===== src/mcfd_pkg.sv =====
package mcfd_pkg;

    typedef logic [7:0]  t_code;
    typedef logic [15:0] t_duty;

    // command byte values
    localparam t_code CMD_PINS      = 8'h01;
    localparam t_code CMD_SPEED     = 8'h02;
    localparam t_code CMD_PRESET    = 8'h03;
    localparam t_code CMD_PWR_CYCLE = 8'h04;
    localparam t_code CMD_HEARTBEAT = 8'hBB;

    // H-bridge motor codes
    localparam t_code HB_STOP = 8'd0;
    localparam t_code HB_UP   = 8'd1;
    localparam t_code HB_DOWN = 8'd2;

    // wheel codes; speed step reuses ahead/back as up/down
    localparam t_code WH_BRAKE = 8'd0;
    localparam t_code WH_AHEAD = 8'd1;
    localparam t_code WH_BACK  = 8'd2;

    // preset select
    localparam t_code SEL_STRAIGHT = 8'd1;
    localparam t_code SEL_LEFT     = 8'd2;
    localparam t_code SEL_RIGHT    = 8'd3;

    // configuration register indexes
    localparam logic [1:0] REG_STEP_SIZE    = 2'd0;
    localparam logic [1:0] REG_DUTY_CEILING = 2'd1;
    localparam logic [1:0] REG_DUTY_FLOOR   = 2'd2;

    localparam t_duty RST_STEP_SIZE    = 16'd50;
    localparam t_duty RST_DUTY_CEILING = 16'd500;
    localparam t_duty RST_DUTY_FLOOR   = 16'd100;
    localparam t_duty RST_DUTY         = 16'd80;
    localparam t_duty RST_PRESET       = 16'd400;

endpackage


===== src/motor_command_frame_decoder.sv =====
// Result path: the input register, then one update stage that writes the
// pin/duty state and the result flags.
// Throughput: 1 frame per cycle while the output is not stalled; the single state update stage sets this.
// Reset: synchronous, active low; pins, duties, presets and config registers
// return to their power-up values, no result pending.
module motor_command_frame_decoder
    import mcfd_pkg::*;
(
    input  logic        i_clk,
    input  logic        i_rst_n,

    input  logic        i_in_valid,
    output logic        o_in_stall,
    input  logic [7:0]  i_command,
    input  logic [7:0]  i_hbridge_one_code,
    input  logic [7:0]  i_hbridge_two_code,
    input  logic [7:0]  i_hbridge_three_code,
    input  logic [7:0]  i_hbridge_four_code,
    input  logic [7:0]  i_left_front_code,
    input  logic [7:0]  i_left_rear_code,
    input  logic [7:0]  i_right_front_code,
    input  logic [7:0]  i_right_rear_code,
    input  logic [7:0]  i_preset_select,

    input  logic        i_cfg_valid,
    output logic        o_cfg_ready,
    input  logic [1:0]  i_cfg_index,
    input  logic [15:0] i_cfg_data,

    output logic        o_out_valid,
    input  logic        i_out_stall,
    output logic [7:0]  o_hbridge_pins,
    output logic [3:0]  o_brake_pins,
    output logic [3:0]  o_direction_pins,
    output logic [3:0]  o_enable_pins,
    output logic        o_power_on,
    output logic [15:0] o_duty_left_front,
    output logic [15:0] o_duty_left_rear,
    output logic [15:0] o_duty_right_front,
    output logic [15:0] o_duty_right_rear,
    output logic        o_heartbeat_reply,
    output logic        o_power_cycle
);

    // config registers
    t_duty r_step_size, r_duty_ceiling, r_duty_floor;

    // input register
    logic  r_in_valid;
    t_code r_command;
    t_code r_hb_code [4];
    t_code r_wh_code [4];
    t_code r_preset_sel;

    // state; doubles as the result register since it only changes on a result load
    logic [7:0] r_bridge, n_bridge;
    logic [3:0] r_brake, n_brake;
    logic [3:0] r_dir, n_dir;
    logic [3:0] r_enable, n_enable;
    logic       r_power, n_power;
    t_duty      r_duty [4];
    t_duty      n_duty [4];
    t_duty      r_preset [3];
    t_duty      n_preset [3];
    logic       r_out_valid;
    logic       r_heartbeat, n_heartbeat;
    logic       r_cycled, n_cycled;

    logic  advance;
    logic  in_take;
    t_duty duty_inc [4];
    t_duty duty_dec [4];
    t_duty preset_val;

    assign advance    = r_in_valid && (!r_out_valid || !i_out_stall);
    assign o_in_stall = r_in_valid && !advance;
    assign in_take    = i_in_valid && !o_in_stall;
    assign o_cfg_ready = 1'b1;

    always_ff @(posedge i_clk) begin
        if (!i_rst_n) begin
            r_step_size    <= RST_STEP_SIZE;
            r_duty_ceiling <= RST_DUTY_CEILING;
            r_duty_floor   <= RST_DUTY_FLOOR;
        end else if (i_cfg_valid && o_cfg_ready) begin
            unique case (i_cfg_index)
                REG_STEP_SIZE:    r_step_size    <= i_cfg_data;
                REG_DUTY_CEILING: r_duty_ceiling <= i_cfg_data;
                REG_DUTY_FLOOR:   r_duty_floor   <= i_cfg_data;
                default: ;
            endcase
        end
    end

    always_ff @(posedge i_clk) begin
        if (!i_rst_n) begin
            r_in_valid <= 1'b0;
        end else if (in_take) begin
            r_in_valid <= 1'b1;
        end else if (advance) begin
            r_in_valid <= 1'b0;
        end
    end

    always_ff @(posedge i_clk) begin
        if (in_take) begin
            r_command    <= i_command;
            r_hb_code[0] <= i_hbridge_one_code;
            r_hb_code[1] <= i_hbridge_two_code;
            r_hb_code[2] <= i_hbridge_three_code;
            r_hb_code[3] <= i_hbridge_four_code;
            r_wh_code[0] <= i_left_front_code;
            r_wh_code[1] <= i_left_rear_code;
            r_wh_code[2] <= i_right_front_code;
            r_wh_code[3] <= i_right_rear_code;
            r_preset_sel <= i_preset_select;
        end
    end

    // 16-bit wrap, then clamp
    always_comb begin
        for (int k = 0; k < 4; k++) begin
            duty_inc[k] = r_duty[k] + r_step_size;
            duty_dec[k] = r_duty[k] - r_step_size;
            if (duty_inc[k] >= r_duty_ceiling) duty_inc[k] = r_duty_ceiling;
            if (duty_dec[k] <= r_duty_floor)   duty_dec[k] = r_duty_floor;
        end
    end

    assign preset_val = {r_hb_code[1], r_hb_code[0]};

    always_comb begin
        n_bridge    = r_bridge;
        n_brake     = r_brake;
        n_dir       = r_dir;
        n_enable    = r_enable;
        n_power     = r_power;
        n_duty      = r_duty;
        n_preset    = r_preset;
        n_heartbeat = 1'b0;
        n_cycled    = 1'b0;
        unique case (r_command)
            CMD_HEARTBEAT: n_heartbeat = 1'b1;
            CMD_PINS: begin
                for (int k = 0; k < 4; k++) begin
                    case (r_hb_code[k])
                        HB_STOP: n_bridge[2*k +: 2] = 2'b11;
                        HB_UP:   n_bridge[2*k +: 2] = 2'b01;
                        HB_DOWN: n_bridge[2*k +: 2] = 2'b10;
                        default: ;
                    endcase
                    case (r_wh_code[k])
                        WH_BRAKE: n_brake[k] = 1'b1;
                        WH_AHEAD: begin
                            n_brake[k]  = 1'b0;
                            n_dir[k]    = 1'b0;
                            n_enable[k] = 1'b0;
                        end
                        WH_BACK: begin
                            n_brake[k]  = 1'b0;
                            n_dir[k]    = 1'b1;
                            n_enable[k] = 1'b0;
                        end
                        default: ;
                    endcase
                end
                // left rear vs right front mismatch means straight; all ahead or all back is a turn
                if (r_wh_code[1] != r_wh_code[2]) begin
                    for (int k = 0; k < 4; k++) n_duty[k] = r_preset[0];
                end
                if (r_wh_code[0] == WH_AHEAD && r_wh_code[1] == WH_AHEAD &&
                    r_wh_code[2] == WH_AHEAD && r_wh_code[3] == WH_AHEAD) begin
                    n_duty[0] = r_preset[1];
                    n_duty[1] = r_preset[1];
                    n_duty[2] = r_preset[2];
                    n_duty[3] = r_preset[2];
                end
                if (r_wh_code[0] == WH_BACK && r_wh_code[1] == WH_BACK &&
                    r_wh_code[2] == WH_BACK && r_wh_code[3] == WH_BACK) begin
                    n_duty[0] = r_preset[2];
                    n_duty[1] = r_preset[2];
                    n_duty[2] = r_preset[1];
                    n_duty[3] = r_preset[1];
                end
            end
            CMD_SPEED: begin
                for (int k = 0; k < 4; k++) begin
                    case (r_wh_code[k])
                        WH_AHEAD: n_duty[k] = duty_inc[k];
                        WH_BACK:  n_duty[k] = duty_dec[k];
                        default: ;
                    endcase
                end
            end
            CMD_PRESET: begin
                case (r_preset_sel)
                    SEL_STRAIGHT: begin
                        n_preset[0] = preset_val;
                        for (int k = 0; k < 4; k++) n_duty[k] = preset_val;
                    end
                    SEL_LEFT:  n_preset[1] = preset_val;
                    SEL_RIGHT: n_preset[2] = preset_val;
                    default: ;
                endcase
            end
            CMD_PWR_CYCLE: begin
                n_enable = 4'hF;
                n_power  = 1'b1;
                n_cycled = 1'b1;
            end
            default: ;
        endcase
    end

    always_ff @(posedge i_clk) begin
        if (!i_rst_n) begin
            r_out_valid <= 1'b0;
            r_bridge    <= 8'h00;
            r_brake     <= 4'hF;
            r_dir       <= 4'hF;
            r_enable    <= 4'hF;
            r_power     <= 1'b0;
            r_heartbeat <= 1'b0;
            r_cycled    <= 1'b0;
            for (int k = 0; k < 4; k++) r_duty[k] <= RST_DUTY;
            for (int k = 0; k < 3; k++) r_preset[k] <= RST_PRESET;
        end else begin
            if (advance) begin
                r_out_valid <= 1'b1;
                r_bridge    <= n_bridge;
                r_brake     <= n_brake;
                r_dir       <= n_dir;
                r_enable    <= n_enable;
                r_power     <= n_power;
                r_heartbeat <= n_heartbeat;
                r_cycled    <= n_cycled;
                r_duty      <= n_duty;
                r_preset    <= n_preset;
            end else if (!i_out_stall) begin
                r_out_valid <= 1'b0;
            end
        end
    end

    assign o_out_valid        = r_out_valid;
    assign o_hbridge_pins     = r_bridge;
    assign o_brake_pins       = r_brake;
    assign o_direction_pins   = r_dir;
    assign o_enable_pins      = r_enable;
    assign o_power_on         = r_power;
    assign o_duty_left_front  = r_duty[0];
    assign o_duty_left_rear   = r_duty[1];
    assign o_duty_right_front = r_duty[2];
    assign o_duty_right_rear  = r_duty[3];
    assign o_heartbeat_reply  = r_heartbeat;
    assign o_power_cycle      = r_cycled;

`ifndef SYNTHESIS
    a_cycle_state: assert property (@(posedge i_clk) disable iff (!i_rst_n)
        o_out_valid && o_power_cycle |-> o_power_on && o_enable_pins == 4'hF)
        else $error("power cycle result without power on and drivers disabled");

    a_flags_excl: assert property (@(posedge i_clk) disable iff (!i_rst_n)
        o_out_valid |-> !(o_heartbeat_reply && o_power_cycle))
        else $error("heartbeat and power cycle flags both set");

    a_no_drop: assert property (@(posedge i_clk) disable iff (!i_rst_n)
        r_in_valid && !advance |=> r_in_valid && $stable(r_command))
        else $error("held frame lost from input register");

    a_state_hold: assert property (@(posedge i_clk) disable iff (!i_rst_n)
        !advance |=> $stable(r_bridge) && $stable(r_preset[0]) && $stable(r_duty[0]))
        else $error("state changed without a frame update");
`endif

endmodule

===== config.mk =====
export PLATFORM = sky130hd
export DESIGN_NAME = motor_command_frame_decoder
export DESIGN_NICKNAME = d
export VERILOG_FILES = /design/src/mcfd_pkg.sv /design/src/motor_command_frame_decoder.sv
export SDC_FILE = /design/constraint.sdc
export NUM_CORES = 1
export LEC_CHECK = 0
export ABC_AREA = 0
export BUFFER_PORTS_ARGS = -buffer_cell sky130_fd_sc_hd__buf_4
export CAP_MARGIN = 0
export CORE_MARGIN = 3
export CORE_UTILIZATION = 50
export DETAILED_ROUTE_END_ITERATION = 7
export GPL_TIMING_DRIVEN = 0
export PLACE_DENSITY = 0.81
export REMOVE_ABC_BUFFERS = 1
export SYNTH_ARGS = -nofsm -noshare
export SYNTH_HDL_FRONTEND = slang
export SYNTH_SLANG_ARGS = --single-unit

===== constraint.sdc =====
create_clock -name i_clk -period 6.8 [get_ports i_clk]
set_input_delay 0.34 -clock i_clk [delete_from_list [all_inputs] [get_ports i_clk]]
set_output_delay 0.34 -clock i_clk [all_outputs]
set_load 0.03 [all_outputs]

# Yosys cells after proc, flatten, opt, wreduce, memory -nomap -nowiden
# Memory sizes are Yosys's and may differ from the RTL's.
# Index checks and enable logic that the tools add are counted.
classes:
  n_lt_le_gt_ge: 8
  n_addsub: 8
  reduce_logical: 69
  n_mux: 42
  n_eq_ne: 38
op_table:
  columns: ["cell", "count"]
  rows:
  - ["$mux 64", 4]
  - ["$pmux 64 s3", 1]
  - ["$mux 16", 8]
  - ["$pmux 16 s2", 4]
  - ["$eq 8x2->1 const B", 12]
  - ["$eq 8x1->1 const B", 10]
  - ["$add 16x16->16", 4]
  - ["$ge 16x16->1", 4]
  - ["$le 16x16->1", 4]
  - ["$logic_not 8->1", 8]
  - ["$sub 16x16->16", 4]
  - ["$reduce_and 3->1", 19]
  - ["$pmux 2 s3", 4]
  - ["$reduce_and 5->1", 4]
  - ["$reduce_bool 2->1", 10]
  - ["$pmux 1 s2", 8]
  - ["$reduce_bool 3->1", 5]
  - ["$mux 1", 12]
  - ["$ne 3x3->1 const B", 4]
  - ["$logic_and 1x1->1", 9]
  - ["$eq 8x3->1 const B", 1]
  - ["$eq 8x8->1 const B", 1]
  - ["$ne 2x2->1 const B", 4]
  - ["$ne 8x8->1", 1]
  - ["other kinds (10)", 20]
word_totals:
  word_cells: 200
  memories: 2
  regBits: 201
  ram_bits: 64
  out_inout_bits: 90
  input_bits: 103
mem_list:
  columns: ["name", "depth", "word_bits", "read_ports", "rd_clocked_by_memory_dff", "wr", "line_no", "rtl"]
  rows:
  - ["r_hb_code", 4, 8, 4, 0, 4, "motor_command_frame_decoder.sv:51", "t_code r_hb_code [4];"]
  - ["r_wh_code", 4, 8, 4, 0, 4, "motor_command_frame_decoder.sv:52", "t_code r_wh_code [4];"]

# Logic depth before layout (Yosys ltp)
depth:
  word_depth: 9
  depth_mapped: 23
  ltp_nobuf: 21

# Worst setup path before layout
# OpenSTA, ideal clock, no wires.
synth_timing:
  kind: "register -> register"
  start: "reg r_out_valid, in the netlist o_out_valid"
  end: "reg r_command[0], enable pin"
  t_required_ns: 6.273
  arrival_time_ns: 4.295
  n_path_buf: 0
  path_stages_with_launch: 3
  synth_period_minus_slack_ns: 4.822
  setup_slack_ns: 1.978
  setup_time_ns: 0.527
  cell_sequence: "dfxtp_1 > and3_1 > nor2b_1"
synth_via:
  elab_chain_cells: 7
synth_rtl:
  columns: ["item", "line_no", "rtl"]
  rows:
  - ["start: declaration", "motor_command_frame_decoder.sv:65", "logic r_out_valid;"]
  - ["start signal: assignment", "motor_command_frame_decoder.sv:217", "r_out_valid <= 1'b0;"]
  - ["start signal: assignment", "motor_command_frame_decoder.sv:229", "r_out_valid <= 1'b1;"]
  - ["start signal: assignment", "motor_command_frame_decoder.sv:240", "r_out_valid <= 1'b0;"]
  - ["$logic_not 1->1", "motor_command_frame_decoder.sv:75", "assign advance = r_in_valid && (!r_out_valid || !i_out_stall);"]
  - ["$logic_or 1x1->1", "motor_command_frame_decoder.sv:75", null]
  - ["$logic_and 1x1->1", "motor_command_frame_decoder.sv:75", null]
  - ["$logic_not 1->1", "motor_command_frame_decoder.sv:76", "assign o_in_stall = r_in_valid && !advance;"]
  - ["$logic_and 1x1->1", "motor_command_frame_decoder.sv:76", null]
  - ["named net o_in_stall", "motor_command_frame_decoder.sv:13", "output logic o_in_stall,"]
  - ["$logic_not 1->1", "motor_command_frame_decoder.sv:77", "assign in_take = i_in_valid && !o_in_stall;"]
  - ["$logic_and 1x1->1", "motor_command_frame_decoder.sv:77", null]
  - ["named net in_take", "motor_command_frame_decoder.sv:70", "logic in_take;"]
  - ["end signal: assignment", "motor_command_frame_decoder.sv:107", "r_command <= i_command;"]
  - ["end: declaration", "motor_command_frame_decoder.sv:50", "t_code r_command;"]
# The timed path passes the listed nets, and every way through them passes these cells.
# A chain may end at the register's enable or synchronous reset.

# Worst setup path in the final report
layout_timing:
  start: "reg r_step_size[3]"
  end: "reg r_duty (netlist bit o_duty_left_front[0])"
layout_via:
  elab_chain_cells: 5
  elab_cells_between_ends: 8
  cone_classes: "add/sub: 2; order compare: 2; mux: 4"
layout_rtl:
  columns: ["item", "line_no", "rtl"]
  rows:
  - ["start: declaration", "motor_command_frame_decoder.sv:46", "t_duty r_step_size, r_duty_ceiling, r_duty_floor;"]
  - ["start signal: assignment", "motor_command_frame_decoder.sv:87", "REG_STEP_SIZE: r_step_size <= i_cfg_data;"]
  - ["$sub 16x16->16 or $add 16x16->16 (tied branches)", "motor_command_frame_decoder.sv:124, motor_command_frame_decoder.sv:123", null]
  - ["$le 16x16->1 or $ge 16x16->1 (tied branches)", "motor_command_frame_decoder.sv:126, motor_command_frame_decoder.sv:125", null]
  - ["$mux 16, on equally long branches", "motor_command_frame_decoder.sv:126, motor_command_frame_decoder.sv:125", null]
  - ["$pmux 16 s2 *", "motor_command_frame_decoder.sv:188", "case (r_wh_code[k])"]
  - ["$pmux 64 s3 *", "motor_command_frame_decoder.sv:142", "unique case (r_command)"]
  - ["end signal: assignment", "motor_command_frame_decoder.sv:237", "r_duty <= n_duty;"]
  - ["end: declaration", "motor_command_frame_decoder.sv:61", "t_duty r_duty [4];"]
# Every way passes the cells marked *; elsewhere a longest branch is shown, timed or not.

==> summary.txt <==
Final layout
  • Area grow syn2layout: 17.2%
  • Nets: 3111
  • Filler cells: 3564
  • Area of the multi-input gates: 14000 sq um
  • Layout cell share with drive strength beyond 1: a little under an eighth
  • Non-filler cells, final: 3308
  • Register cell area after layout: 6110 sq um
  • Design area: 24700 sq um
  • ANT cells: 0
  • Post-Route Utilization: between 50% and 60%

Drt
  • Via count: 20932
  • DR WL met2: roughly 36000 um
  • ANT nets after route: 0
  • Final WL: 78600 um
  • Met3 Wirelength: about 7000 um
  • Post-route DRC: 0
  • Initial DRC Count: 2029
  • Highest metal used: met4
  • Routed WL per cell: 23.8 um
  • Met1 WL: 32100 um
  • TritonRoute pass-1 iters: 6
  • Vias per cell: 6.33

Timing
  • Final slew viol count: 0
  • Hold Vio Cnt, Final: 0
  • Rel. slew slack: 5.33%
  • Final Critical Period: about 6.4 ns
  • Hold WS: 0.0119 ns
  • Worst Tran Pin Value: between 1 and 1.5 ns
  • Final period util: 93.4%
  • Max Freq: about 160 MHz
  • RSZ-0062 raised after global routing: no
  • Final Skew: 0.0131 ns
  • Setup-failing EPs final: 0

Clock network
  • CTS tree: done
  • CTS root buffer: clkbuf_16
  • Clk buf depth: 3
  • Clock insertion delay at the later pin of the skew report: about 0.6 ns
  • Clk sink count: 265
  • CTS buffer count: 30
  • Setup bufs post-CTS: 0
  • CTS clk-pin slew, worst paths: 0.06 ns
  • H-tree depth: 1

Logic synthesis
  • Mapped Area: 21000 sq um
  • Synth warnings: 0
  • Seq/Total Area, Yosys: between 20% and 30%
  • Synth cell types: 98
  • Top_reg_cell synth: dfxtp_1
  • Post-synth EDFFs: 80
  • Async SR Flop Fraction: 0%
  • #FFs+latches synth: 265
  • Mean post-synth cell area: between 8 and 9 sq um
  • Cells after synthesis: roughly 2600

Floorplan
  • Die width: 211 um
  • CORE AREA: between 40000 and 50000 sq um
  • IO Pins: 193
  • Initial Utilization: approximately half
  • Die H: ~210 um
  • Area of the die: ~45000 sq um
  • Row count: 74

Global route
  • Total grt overflow: 0
  • First-pass GRT wire length: 116000 um
  • Vias in the first global route: 20062
  • Initial antenna violation count: 0
  • Pin count of the biggest net entering global routing: 107
  • Total GRT Usage: 33.9%

Worst setup path
  • CP bufs+invs: 1
  • Crit Path Max Fanout: 19
  • CP max-delay cell: nor2_1
  • R2r worst-path depth: 21
  • CP top delay family: compound AO/OA/AOI/OAI gates
  • Crit start category: register
  • Worst setup path endpoint: o_duty_left_front[0]
  • Reg2Reg Setup Slack: 0.45 ns
  • Critical path type: reg -> reg
  • Delay of the slowest critical-path stage: roughly 0.69 ns
  • CP Capture Type: register
  • Worst path depth: 21
  • Worst EP arrival: 6.78 ns
  • Worst r2r src: r_step_size[3]
  • Reg2reg end: o_duty_left_front[0]
  • CP Cell Sequence: inv_1, ha_1, o21a_1, o31a_1, o21ai_1, o21ai_0, a221o_1, nand2_1, nand2b_1, a21oi_1, xnor2_1, ha_1, nand4_1, or2_2, a211o_1, o211ai_1, o31ai_4, nor2_1, o21ai_0, a211oi_1, a211oi_1
  • Req. time, crit path: 7.23 ns
  • Critical Path Source: r_step_size[3]

Power
  • Pwr dens: between 150 and 200 nW/um^2
  • Clock network power share: a little over a third
  • Register share of total power: 39.3%
  • P_leak: 10.2 nW
  • Peak VDD IR: between 0.0002 and 0.00025 V
  • Sw Share: 31.6%
  • Net switching power: 1.39 mW
  • Internal: 3.01 mW
  • Combinational fraction of design power: around 24%

Job
  • Max-Cap Viols: 0

Outcome
  • Status: finished clean

Placement
  • HPWL after detailed placement: 60400 um
  • Port buffer count: 191
  • Placed Cells incl. Taps: between 3000 and 4000
  • Placed Area: 22900 sq um
  • GP Congestion: 1.04

Worst hold path
  • Hold WC Path Type: in -> reg
[flip-flops by register name, summed over array words and instances (netlist names), 16 cells and up]
name,cells
r_hb_code,32
r_step_size,16
o_duty_left_front,16
r_duty_floor,16
r_wh_code,32
o_duty_left_rear,16
r_preset,48
o_duty_right_rear,16
o_duty_right_front,16
r_duty_ceiling,16
[placed cells by master, fill, tap and decap left out, drive strengths merged, types with 9 or more instances in the layout]
cell         synthesis  final
xor2                37     37
nand3               56     56
nor4                20     20
nor3b               10     10
nor3                36     36
mux2i               83     83
ha                 248    248
nand4               23     23
o21ai              163    163
nor2               235    235
o22ai               10     10
buf                 36    206
o2111ai              9      9
o21a                32     32
nand2              314    314
xnor2               74     74
o311ai              10     10
a21oi              292    292
mux2                17     17
o211ai              36     36
clkbuf              91     46
o41ai               11     11
nor2b               46     46
dlygate4sd3          0     82
a21o                22     22
dfxtp              185    185
and3                15     15
o21bai              16     16
and2                14     14
o31ai               20     20
a31oi               18     18
or2                 10     10
a211oi              33     33
or3                 10     10
nand2b              22     22
inv                107    108
edfxtp              80     80
a211o               10     10
[what timing repair did]
action,4_1_cts,5_1_grt
setup endpoints to repair,0,8
gates resized for setup,0,3
hold buffers,82,0
endpoints found under the hold margin,82,0
[worst min path at each step]
stage,startpoint,end,depth (start not counted),slack (ns)
after floorplan,i_rst_n,o_duty_left_rear[4],1,0.40
after global placement,r_preset[38],r_preset[38],2,0.45
after detailed placement,o_heartbeat_reply,o_heartbeat_reply,2,0.45
after CTS,i_cfg_data[0],r_duty_floor[0],3,0.0002
after global routing,i_cfg_data[0],r_duty_ceiling[0],3,0.02
final,i_cfg_data[0],r_duty_floor[0],3,0.01
[synthesized netlist by cell type, drive strengths merged (20+ instances only)]
master	instances	share of area (%)
a211oi	33	1.2
a21o	22	0.78
a21oi	292	7.1
buf	36	1.0
clkbuf	91	1.6
dfxtp	185	18
edfxtp	80	11
ha	248	15
inv	107	1.9
mux2i	83	3.9
nand2	314	5.6
nand2b	22	0.65
nand3	56	1.3
nand4	23	0.71
nor2	235	4.2
nor2b	46	1.4
nor3	36	0.86
nor4	20	0.94
o211ai	36	1.3
o21a	32	1.1
o21ai	163	3.9
o31ai	20	0.80
xnor2	74	3.1
xor2	37	1.5
[tightest hold or removal path: stages]
cell	delay [ns]
buf_4	0.12
nand2_1	0.05
a21oi_1	0.05
[power groups by stage]
stage | clock [mW] | sequential [mW] | combinational [mW]
floorplan | 0 | 1.74 | 0.664
global placement | 0 | 1.76 | 0.938
detailed placement | 0 | 1.76 | 0.994
CTS | 1.61 | 1.72 | 1.04
global route | 1.68 | 1.73 | 1.15
finish | 1.61 | 1.73 | 1.06
[per-stage QoR]
stage / total power, mW / setup WS, ns / TNS [ns]
global placement: 2.70 / -0.893 / -10.26
CTS: 4.37 / 0.0852 / 0
detailed placement: 2.75 / 0.110 / 0
finish: 4.40 / 0.450 / 0
floorplan: 2.41 / 1.44 / 0
global route: 4.56 / 0.231 / 0
[layout make-up]
cell class / count / share of cell area, %
Timing Repair Buffer: 288 / 10.1
Clock buffer: 46 / 3.57
Sequential cell: 265 / 24.7
Multi-Input combinational cell: 2059 / 56.9
Inverter: 108 / 1.66
Tap cell: 532 / 2.70
Clock inverter: 10 / 0.309
[routing by layer]
metal | vias up | global-route usage (%)
met2 | 1031 | 56.5
met4 | 0 | 12.4
li1 | 9631 | -
met3 | 158 | 5.17
met1 | 10112 | 44.8
met5 | - | 0
[kinds of logic after synthesis]
logic type / Yosys count / share of synthesized area (%)
AOI/OAI and AO/OA: 763 / 23.2
xor gates and xnor gates: 111 / 4.62
adders and majority gates: 256 / 15.5
buffers and inverters: 235 / 4.59
DFF: 265 / 29.0
muxes: 100 / 4.87
other: 1 / 0.0178
and+or+nand+nor: 828 / 18.2
No activity file was read; power rests on OpenSTA's default activity.
